## src/hdl/set_assoc_lru_writeback_cache_core_defines.svh

```systemverilog
// ----------------------------------------------------------------------------
// set_assoc_lru_writeback_cache_core_defines
// Assertion macros shared by the cache core RTL.
// ----------------------------------------------------------------------------
`ifndef SET_ASSOC_LRU_WRITEBACK_CACHE_CORE_DEFINES_SVH
`define SET_ASSOC_LRU_WRITEBACK_CACHE_CORE_DEFINES_SVH

// same-cycle implication, sampled on clock, off during reset
`define SALC_ASSERT_NOW(lbl, ante, cons) \
   lbl: assert property (@(posedge clock) disable iff (reset) (ante) |-> (cons)) \
      else $error("cache core assertion failed");

// next-cycle implication, sampled on clock, off during reset
`define SALC_ASSERT_NEXT(lbl, ante, cons) \
   lbl: assert property (@(posedge clock) disable iff (reset) (ante) |=> (cons)) \
      else $error("cache core assertion failed");

`endif

```

## src/hdl/salc_ram.sv

```systemverilog
// ----------------------------------------------------------------------------
// salc_ram
// Generic single-write, single-read RAM with registered read data.
// ----------------------------------------------------------------------------
`timescale 1ns / 1ps
`default_nettype none

module salc_ram #(
   parameter int WIDTH = 8,
   parameter int DEPTH = 16
) (
   input  wire logic                                      clock,
   input  wire logic                                      wr_en,
   input  wire logic [((DEPTH > 1) ? $clog2(DEPTH) : 1)-1:0] wr_addr,
   input  wire logic [WIDTH-1:0]                          wr_data,
   input  wire logic                                      rd_en,
   input  wire logic [((DEPTH > 1) ? $clog2(DEPTH) : 1)-1:0] rd_addr,
   output      logic [WIDTH-1:0]                          rd_data
);

   logic [WIDTH-1:0] mem_ff [DEPTH];
   logic [WIDTH-1:0] rd_data_ff;

   always_ff @(posedge clock) begin
      if (wr_en) begin
         mem_ff[wr_addr] <= wr_data;
      end
      if (rd_en) begin
         rd_data_ff <= mem_ff[rd_addr];
      end
   end

   assign rd_data = rd_data_ff;

endmodule

`default_nettype wire

```

## config.mk

```make
export PLATFORM = sky130hd
export DESIGN_NAME = salc_ram
export DESIGN_NICKNAME = d
export VERILOG_FILES = /design/src/hdl/set_assoc_lru_writeback_cache_core_defines.svh /design/src/hdl/salc_ram.sv
export SDC_FILE = /design/constraint.sdc
export NUM_CORES = 1
export LEC_CHECK = 0
export ABC_AREA = 1
export BUFFER_PORTS_ARGS = -buffer_cell sky130_fd_sc_hd__buf_2
export CAP_MARGIN = 20
export CORE_MARGIN = 3
export CORE_UTILIZATION = 30
export DETAILED_ROUTE_END_ITERATION = 16
export GPL_TIMING_DRIVEN = 0
export PLACE_DENSITY = 0.55
export SLEW_MARGIN = 20
export SYNTH_ARGS = -nofsm -noshare
export SYNTH_HDL_FRONTEND = slang
export SYNTH_SLANG_ARGS = --single-unit
```

## constraint.sdc

```tcl
create_clock -name clock -period 1.35 [get_ports clock]
set_clock_uncertainty 0.15 [all_clocks]
set_input_delay 0.0675 -clock clock [delete_from_list [all_inputs] [get_ports clock]]
set_output_delay 0.0675 -clock clock [all_outputs]
set_load 0.02 [all_outputs]
```

==> flow_metrics.env <==
export IMPL_status="complete, no violations"
export IMPL_routed_via_density=4.41
export IMPL_nNetsFinal=621
export IMPL_num_rows=50
export IMPL_cap_violations=0
export IMPL_ys_flop_type="edfxtp_1"
export IMPL_async_flop_share_pct=0
export IMPL_synth_most_common_cell="nand2_1"
export IMPL_ant_nets=0
export IMPL_drc_errors=0
export IMPL_die_w_um=146
export IMPL_grt_max_degree=17
export IMPL_maxSlewHeadroom_pct=35.9
export IMPL_clock_sinks=136
export IMPL_vdd_drop_max_mv=0.880
export IMPL_timing_final_ws_setup_ns=0.0364
export IMPL_syn_nets=570
export IMPL_dieArea_mm2=0.0212
export IMPL_cts_tree="done"
export IMPL_netlist_instances=551
export IMPL_hold_class="primary input to register"
export IMPL_clk_insertion_delay_late_ns=0.42
export IMPL_grt_setup_unrepaired="yes"
export IMPL_grt_ovfl_total=0
export IMPL_placed_cell_area_mm2=0.00629
export IMPL_ys_warn_count=0
export IMPL_core_mm2=0.0190
export IMPL_required_ns=1.35
export IMPL_yosys_cell_types_count=11
export IMPL_wl_per_cell_um=16.8
export IMPL_synth_edf_count=136
export IMPL_cts_path_max_buffers=2
export IMPL_h_tree_depth=4
export IMPL_multi_input_area_mm2=0.00127
export IMPL_final_hold_viol_count=0
export IMPL_grt_pass1_vias=3797
export IMPL_r2r_cells=6
export IMPL_synthTopCellsByCount="173 x nand2_1, 136 x edfxtp_1, 100 x inv_1"
export IMPL_routabilityCongestion=0.856
export IMPL_critPathMaxFanout=1
export IMPL_grt_use_total_pct=14.5
export IMPL_synth_top_area_share_pct=69.8
export IMPL_period_share_pct=97.3
export IMPL_diodes=0
export IMPL_num_vias=3863
export IMPL_worstSetupStartpointType="register"
export IMPL_ios=27
export IMPL_ys_ff_latch=136
export IMPL_cts_buffers=17
export IMPL_dp_cells=834
export IMPL_wirelength_um=14700
export IMPL_critical_path_class="register to register"
export IMPL_tightest_slew_ns=0.959
export IMPL_drtIter0Drc=355
export IMPL_hold_path_depth=4
export IMPL_area_growth_pct=20.8
export IMPL_drt_pass1_iterations=5
export IMPL_start_util_pct=30.8
export IMPL_path_clk_slew_ns=0.06
export IMPL_clockRootBuffer="clkbuf_16"
export IMPL_leakagePower_uw=0.00297
export IMPL_fmax_ghz=0.761
export IMPL_finalInstanceArea_mm2=0.00706
export IMPL_synthesis_area_mm2=0.00585
export IMPL_slew_viol_final=0
export IMPL_pre_cts_slack_ns=-0.442
export IMPL_setup_viol=0
export IMPL_register_area_mm2=0.00408
export IMPL_powerDensity_mw_per_mm2=1460
export IMPL_yosysTopAreaCell="edfxtp_1"
export IMPL_hpwl_um=9850
export IMPL_port_buffers=23
export IMPL_worst_hold_slack_ns=0.0356
export IMPL_grt_pass1_wl_um=22600
export IMPL_fin_cells=875
export IMPL_cts_setup_buffers=0
export IMPL_antenna_found_initial=0
export IMPL_n_fill_cell=1855
export IMPL_cp_arrival_ns=1.31
export IMPL_drive_gt1_share_pct=15.3
export IMPL_min_period_ns=1.31
export IMPL_syn_area_per_cell_um2=10.6
export IMPL_finalSetupTns_ns=0
export IMPL_cp_end_kind="register"
export IMPL_synth_area_leaders="edfxtp_1 70%, nand2_1 11%, nand3_1 8.3%, inv_1 6.4%, buf_6 1.2%"
export IMPL_die_y_um=146
export IMPL_ys_seq_area_share_pct=69.8
critical path, stage by stage (launching register included):
cell and delay [ns]:
edfxtp_1 0.36, nand2_1 0.07, nand2_1 0.04, nand2_1 0.12, nand3_1 0.08, nand3_1 0.11
nand2_1 0.11
layer usage:
| layer | part of all wire (%) | wire (um) | GRT usage, % | up-vias |
|---|---|---|---|---|
| li1 | - | - | - | 1886 |
| met1 | 46 | 6730 | 19.3 | 1835 |
| met2 | 47 | 6870 | 23.4 | 123 |
| met3 | 6.1 | 892 | 3.39 | 19 |
| met4 | 1.6 | 240 | 4.75 | 0 |
| met5 | 0 | 0 | 0 | - |
area by class of cell:
| cell class | count | share of cell area (%) |
|---|---|---|
| buffer | 24 | 2.36 |
| clock buffer | 17 | 6.02 |
| clock inverter | 15 | 2.87 |
| inverter | 102 | 5.42 |
| multi-input combinational | 289 | 18.0 |
| sequential | 136 | 57.8 |
| tap | 260 | 4.61 |
| timing repair buffer | 32 | 2.91 |
repair_timing:
action	in CTS	in global routing
resized for setup	0	15
setup endpoints to repair	0	24
endpoints found under the hold margin	136	0
hold buffers	9	0
cell usage in the layout, fill, tap and decap left out, drive strengths merged:
cell type	netlist	routed
inv	102	103
edfxtp	136	136
nand3	97	97
clkinv	0	6
dlygate4sd3	0	9
nand2	173	173
nand3b	2	2
nor2	17	17
clkbuf	0	17
clkinvlp	0	4
buf	24	47
bufinv	0	4
per-stage QoR:
step                power (uW)  util (%)
floorplan                 5230         -
global route             10600      37.3
detailed placement        5510      33.2
CTS                      10400      37.0
global placement          5500      33.2
finish                   10300      37.3
sequential cells by signal, indices dropped and copies added (netlist names):
name,count
mem_ff,128
rd_data,8
path summary, 6_finish.rpt:
check           startpoint          to  slack, ns
max          mem_ff[10][7]  rd_data[7]       0.04
min             rd_addr[2]  rd_data[0]       0.04
max reg2reg  mem_ff[10][7]  rd_data[7]       0.04
min reg2reg   mem_ff[1][0]  rd_data[0]       0.65
power by group:
group	switching, uW	internal, uW
Sequential	21.2	4760
Combinational	473	201
Clock	1770	3090
kinds of logic (layout without fill, tap and decap cells):
logic type	Yosys count	count (layout)	synth area share, %
simple gates	289	289	20.8
flops	136	136	69.8
buf+inv	126	190	9.39
Power figures use the tool's default switching activity.
