<file path="src/hdl/set_assoc_lru_writeback_cache_core_defines.svh">
// ----------------------------------------------------------------------------
// set_assoc_lru_writeback_cache_core_defines
// Assertion macros shared by the cache core RTL.
// ----------------------------------------------------------------------------
`ifndef SET_ASSOC_LRU_WRITEBACK_CACHE_CORE_DEFINES_SVH
`define SET_ASSOC_LRU_WRITEBACK_CACHE_CORE_DEFINES_SVH

// same-cycle implication, sampled on clock, off during reset
`define SALC_ASSERT_NOW(lbl, ante, cons) \
   lbl: assert property (@(posedge clock) disable iff (reset) (ante) |-> (cons)) \
      else $error("cache core assertion failed");

// next-cycle implication, sampled on clock, off during reset
`define SALC_ASSERT_NEXT(lbl, ante, cons) \
   lbl: assert property (@(posedge clock) disable iff (reset) (ante) |=> (cons)) \
      else $error("cache core assertion failed");

`endif

</file>
<file path="src/hdl/salc_pkg.sv">
// ----------------------------------------------------------------------------
// salc_pkg
// Shared constants, types and codes of the set-associative cache core.
// ----------------------------------------------------------------------------
`timescale 1ns / 1ps
`default_nettype none

package salc_pkg;

   localparam int MAX_WAYS  = 8;
   localparam int MAX_SETS  = 256;
   localparam int ADDR_BITS = 32;

   localparam int WAY_W     = (MAX_WAYS > 1) ? $clog2(MAX_WAYS) : 1;
   localparam int RANK_W    = WAY_W;
   localparam int WAY_CNT_W = $clog2(MAX_WAYS + 1);
   localparam int SET_W     = (MAX_SETS > 1) ? $clog2(MAX_SETS) : 1;
   localparam int TAG_W     = ADDR_BITS;

   localparam int OFFSET_W    = 3;
   localparam int INDEX_W     = 4;
   localparam int WAYS_CFG_W  = 4;
   localparam int SHAMT_W     = 5;
   localparam int CSR_INDEX_W = 2;
   localparam int CSR_DATA_W  = 4;
   localparam int OUTCOME_W   = 2;
   localparam int WAY_FIELD_W = 3;

   localparam logic [RANK_W-1:0] RANK_MAX = RANK_W'(MAX_WAYS - 1);

   localparam logic REQ_WRITE = 1'b0;
   localparam logic REQ_READ  = 1'b1;

   typedef enum logic [CSR_INDEX_W-1:0] {
      CSR_OFFSET_BITS = 2'd0,
      CSR_INDEX_BITS  = 2'd1,
      CSR_WAYS_USED   = 2'd2
   } csr_index_type;

   typedef enum logic [OUTCOME_W-1:0] {
      OUT_READ_HIT   = 2'd0,
      OUT_WRITE_HIT  = 2'd1,
      OUT_READ_MISS  = 2'd2,
      OUT_WRITE_MISS = 2'd3
   } outcome_type;

   typedef logic [MAX_WAYS-1:0][TAG_W-1:0] tag_row_type;

   typedef struct packed {
      logic [MAX_WAYS-1:0]             valid;
      logic [MAX_WAYS-1:0]             dirty;
      logic [MAX_WAYS-1:0][RANK_W-1:0] rank;
   } set_state_type;

   localparam int TAG_ROW_W = $bits(tag_row_type);
   localparam int STATE_W   = $bits(set_state_type);

   typedef struct packed {
      logic                  is_read;
      logic [TAG_W-1:0]      tag;
      logic [WAYS_CFG_W-1:0] ways_used;
      logic                  row_ok;
      tag_row_type           tag_row;
      set_state_type         state_row;
   } lookup_in_type;

   typedef struct packed {
      outcome_type       outcome;
      logic              did_writeback;
      logic [WAY_W-1:0]  way;
      tag_row_type       tag_row;
      set_state_type     state_row;
   } lookup_out_type;

endpackage

`default_nettype wire

</file>
<file path="src/hdl/salc_lookup.sv">
// ----------------------------------------------------------------------------
// salc_lookup
// Tag compare, victim choice and set row update for one access.
// ----------------------------------------------------------------------------
`timescale 1ns / 1ps
`default_nettype none

module salc_lookup import salc_pkg::*; (
   input  wire lookup_in_type  lk_in,
   output      lookup_out_type lk_out
);

   set_state_type          st;
   set_state_type          nst;
   tag_row_type            ntag;
   logic [WAY_CNT_W-1:0]   n_ways;
   logic [MAX_WAYS-1:0]    active;
   logic [MAX_WAYS-1:0]    hit_vec;
   logic [MAX_WAYS-1:0]    free_vec;
   logic                   hit;
   logic                   free_any;
   logic [WAY_W-1:0]       hit_way;
   logic [WAY_W-1:0]       free_way;
   logic [WAY_W-1:0]       best;
   logic [WAY_W-1:0]       way;
   logic [WAY_CNT_W-1:0]   old_rank;
   logic                   wb;
   logic                   is_write;

   always_comb begin
      // a row never written since reset reads as all invalid
      st       = lk_in.row_ok ? lk_in.state_row : '0;
      is_write = (lk_in.is_read == REQ_WRITE);

      if (lk_in.ways_used == '0) begin
         n_ways = WAY_CNT_W'(1);
      end else if (int'(lk_in.ways_used) > MAX_WAYS) begin
         n_ways = WAY_CNT_W'(MAX_WAYS);
      end else begin
         n_ways = WAY_CNT_W'(lk_in.ways_used);
      end

      for (int v = 0; v < MAX_WAYS; v++) begin
         active[v]   = (WAY_CNT_W'(v) < n_ways);
         hit_vec[v]  = active[v] & st.valid[v] & (lk_in.tag_row[v] == lk_in.tag);
         free_vec[v] = active[v] & ~st.valid[v];
      end

      // lowest matching / lowest free way
      hit      = 1'b0;
      hit_way  = '0;
      free_any = 1'b0;
      free_way = '0;
      for (int v = MAX_WAYS - 1; v >= 0; v--) begin
         if (hit_vec[v]) begin
            hit     = 1'b1;
            hit_way = WAY_W'(v);
         end
         if (free_vec[v]) begin
            free_any = 1'b1;
            free_way = WAY_W'(v);
         end
      end

      // oldest active way, lowest index on ties
      best = '0;
      for (int v = 1; v < MAX_WAYS; v++) begin
         if (active[v] && (st.rank[v] > st.rank[best])) begin
            best = WAY_W'(v);
         end
      end

      wb = 1'b0;
      priority if (hit) begin
         way      = hit_way;
         old_rank = WAY_CNT_W'(st.rank[hit_way]);
      end else if (free_any) begin
         way      = free_way;
         old_rank = WAY_CNT_W'(MAX_WAYS);
      end else begin
         way      = best;
         old_rank = WAY_CNT_W'(st.rank[best]);
         wb       = st.dirty[best];
      end

      // age the ways that were younger than the touched one
      nst = st;
      for (int v = 0; v < MAX_WAYS; v++) begin
         if (WAY_W'(v) == way) begin
            nst.rank[v] = '0;
         end else if (active[v] && st.valid[v] && (WAY_CNT_W'(st.rank[v]) < old_rank)
                      && (st.rank[v] < RANK_MAX)) begin
            nst.rank[v] = st.rank[v] + RANK_W'(1);
         end
      end
      nst.valid[way] = 1'b1;
      nst.dirty[way] = hit ? (st.dirty[way] | is_write) : is_write;

      ntag = lk_in.tag_row;
      if (!hit) begin
         ntag[way] = lk_in.tag;
      end

      priority if (hit && is_write) begin
         lk_out.outcome = OUT_WRITE_HIT;
      end else if (hit) begin
         lk_out.outcome = OUT_READ_HIT;
      end else if (is_write) begin
         lk_out.outcome = OUT_WRITE_MISS;
      end else begin
         lk_out.outcome = OUT_READ_MISS;
      end
      lk_out.did_writeback = wb;
      lk_out.way           = way;
      lk_out.tag_row       = ntag;
      lk_out.state_row     = nst;
   end

endmodule

`default_nettype wire

</file>
<file path="config.mk">
export PLATFORM = sky130hd
export DESIGN_NAME = salc_lookup
export DESIGN_NICKNAME = d
export VERILOG_FILES = /design/src/hdl/set_assoc_lru_writeback_cache_core_defines.svh /design/src/hdl/salc_pkg.sv /design/src/hdl/salc_lookup.sv
export SDC_FILE = /design/constraint.sdc
export NUM_CORES = 1
export LEC_CHECK = 0
export BUFFER_PORTS_ARGS = -buffer_cell sky130_fd_sc_hd__buf_2
export CAP_MARGIN = 20
export CORE_AREA = 2 2 246 248
export DETAILED_ROUTE_END_ITERATION = 8
export DIE_AREA = 0 0 248 250
export GPL_TIMING_DRIVEN = 0
export MAX_ROUTING_LAYER = met4
export SYNTH_ARGS = -nofsm -noshare
export SYNTH_HDL_FRONTEND = slang
export SYNTH_SLANG_ARGS = --single-unit
</file>
<file path="constraint.sdc">
create_clock -name vclk -period 42.4
set_input_delay 2.12 -clock vclk [all_inputs]
set_output_delay 2.12 -clock vclk [all_outputs]
set_load 0.05 [all_outputs]
</file>
==> impl_results.md <==
- Class of the worst hold path: input pin to output port
- Syn Nets: 1800
- Critical path peak fanout: 10
- Vias in the first global route: 14800
- Detailed-route wire length per cell: 33.9 um
- Total number of vias: 15200
- Arrival time worst endpoint: 19.79 ns
- Clock period minus final worst setup slack: 21.91 ns
- CTS hold repair buffers: 0
- Worst path required time: 40.28 ns
- Mean area per synthesized cell: 7.63 sq um
- Total wire length after detailed routing: 96100 um
- Final Net Count: 2408
- Number of max-cap violations: 0
- Resized Gates After CTS: 0
- Critical setup path kind: input pin to output port
- Count of mapped cells out of synthesis: 1424
- IO Pins: 636
- Initial core utilization: 18.2%
- Worst-path cell with the longest stage delay: sky130_fd_sc_hd__mux2i_1
- Total negative setup slack: 0 ns
- Die outline area: 62000 sq um
- Post-CTS Setup Bufs: 0
- Share of the synthesized area in the top cell type: 16.1%
- Count of distinct cell types in the synthesized netlist: 89
- Area of all sequential standard cells: 0 sq um
- Delay contributed by the slowest stage of the critical path: 0.64 ns
- Worst Tran Pin Value: 1.24 ns
- Number of sequential cells: 0
- Fraction of layout instances using a drive strength above 1: 41.8%
- First-pass GRT wire length: 124000 um
- Setup repair after global routing missed its margin: false
- Remaining number of nets flagged by the antenna check after routing: 0
- Max-slew violation count: 0
- Kind of launch point of the worst setup path: input pin
- All-layer global routing usage: 30.2%
- Via-to-Cell Ratio: 5.36
- Cell type with the highest aggregate area in the netlist: sky130_fd_sc_hd__mux2_1
- Result of the run: complete, no violations
- Half-perimeter wire length of the detailed placement result: 79900 um
- Grt total ovfl: 0
- Headroom to the max-slew limit: 17.3%
- Post-route fraction of the period consumed by the critical path: 51.7%
- # clk buffers: 0
- Netlist area before placement: 10900 sq um
- Area of the core: 59600 sq um
- Die span in y: 250 um
- Pin count of the biggest net entering global routing: 11
- Ranking of synthesized cells by area: sky130_fd_sc_hd__mux2_1 16%, sky130_fd_sc_hd__xor2_1 14%, sky130_fd_sc_hd__mux2_2 11%
- DRC viols: 0
- Detailed Routing Iterations Pass 1: 5
- Maximum clock frequency: 0.0456 GHz
- Die extent in x: 248 um
- Endpoint kind of the worst setup timing path: output port
- Count of final setup violators: 0
- Layout Area Growth over Synthesis: 37.5%
- Number of cell rows: 90
- Placer's final routability congestion estimate: 1.02
- Sequential element share of the synthesized area: 0%
- Hold Vio Cnt, Final: 0
- CP dominant cell by count: sky130_fd_sc_hd__o21ai_0
- Buffers on Ports: 604
- Number of warnings printed during yosys synthesis: 0
- Initial antenna violation count: 27
- Initial DRC count: 1516
[metrics by stage]
step | instance area [sq um] | std cells | setup slack [ns] | utilization, % | hold slack (ns)
4_1_cts | 14900 | 2811 | 20.92 | 25.0 | 4.66
3_5_place_dp | 14900 | 2811 | 20.95 | 25.0 | 4.66
6_report | 14900 | 2836 | 20.49 | 25.1 | 4.66
5_1_grt | 14900 | 2829 | 19.62 | 25.1 | 4.68
3_3_place_gp | 14900 | 2810 | 20.26 | 25.0 | 4.65
2_1_floorplan | 10900 | 1424 | 24.27 | - | 4.45
[final cells by class]
type	instances	area [sq um]
Antenna cell	24	60.1
Buffer	116	714
Fill cell	6704	44600
Inverter	33	124
Multi-Input combinational cell	1275	10000
Tap cell	782	978
Timing Repair Buffer	606	3040
[placed cells by master, fill, tap and decap left out, types with 4 or more instances in the layout]
cell	n
sky130_fd_sc_hd__o21ai_1	6
sky130_fd_sc_hd__mux2_1	155
sky130_fd_sc_hd__nand2b_1	8
sky130_fd_sc_hd__xnor2_1	84
sky130_fd_sc_hd__buf_2	663
sky130_fd_sc_hd__a31oi_1	19
sky130_fd_sc_hd__or3_1	10
sky130_fd_sc_hd__ha_1	42
sky130_fd_sc_hd__xor2_1	171
sky130_fd_sc_hd__nand4_1	49
sky130_fd_sc_hd__nand3b_1	6
sky130_fd_sc_hd__nor3_1	15
sky130_fd_sc_hd__and2_1	12
sky130_fd_sc_hd__o211ai_1	11
sky130_fd_sc_hd__diode_2	24
sky130_fd_sc_hd__nand2_2	5
sky130_fd_sc_hd__or4_1	8
sky130_fd_sc_hd__o21ai_0	51
sky130_fd_sc_hd__nor4_1	69
sky130_fd_sc_hd__nand4b_1	6
sky130_fd_sc_hd__buf_6	13
sky130_fd_sc_hd__nand3_1	39
sky130_fd_sc_hd__mux2i_1	27
sky130_fd_sc_hd__a21o_1	4
sky130_fd_sc_hd__buf_4	31
sky130_fd_sc_hd__a211oi_1	8
sky130_fd_sc_hd__inv_1	32
sky130_fd_sc_hd__clkbuf_1	14
sky130_fd_sc_hd__o21a_1	16
sky130_fd_sc_hd__o31ai_1	6
sky130_fd_sc_hd__nor2b_1	14
sky130_fd_sc_hd__o221ai_1	6
sky130_fd_sc_hd__mux2_2	102
sky130_fd_sc_hd__and3_1	12
sky130_fd_sc_hd__a21oi_1	56
sky130_fd_sc_hd__nand2_1	103
sky130_fd_sc_hd__nor4b_1	4
sky130_fd_sc_hd__nor2_1	74
[cell usage after synthesis, drive strengths merged (3+ instances only)]
cell type  number
a211o           3
a211oi         10
a21boi          3
a21o            5
a21oi          60
a221oi          3
a22oi           5
a31oi          21
and2           13
and3           12
and4b           3
buf           102
clkbuf         14
ha             42
inv            33
mux2          257
mux2i          27
nand2         109
nand2b          8
nand3          40
nand3b          6
nand4          49
nand4b          6
nor2           77
nor2b          15
nor3           16
nor4           71
nor4b           4
o211a           3
o211ai         11
o21a           16
o21ai          58
o21bai          3
o221ai          8
o31ai           7
or2             3
or3            11
or4             8
xnor2          84
xor2          171
[critical path, delay by kind of cell]
family                   cells  cell delay (ns)
AO/OA/AOI/OAI               35             8.61
buffers and inverters       11             3.62
AND/OR/NAND/NOR             17             2.54
adder cells (fa/ha/maj)      8             2.22
multiplexers                 1             0.64
[kinds of logic after synthesis]
family                   synth area share [%]
AO/OA/AOI/OAI                            14.9
buffers and inverters                    7.71
adder cells (fa/ha/maj)                  4.84
AND/OR/NAND/NOR                          22.8
XOR/XNOR                                 20.6
multiplexers                             29.1
[path summary, 6_finish.rpt]
kind                endpoint  depth (start not counted)  startpoint  slack (ns)
setup / recovery  lk_out[11]                         72  lk_in[296]       20.49
hold / removal    lk_out[39]                          4   lk_in[39]        4.66
[layer usage]
layer / routed length (um) / GRT usage, % / vias up
met5: 0 / - / -
met4: 6210 / 14.8 / 0
met3: 9230 / 6.48 / 256
met2: 43700 / 48.5 / 1121
met1: 37000 / 35.6 / 7338
li1: - / - / 6497
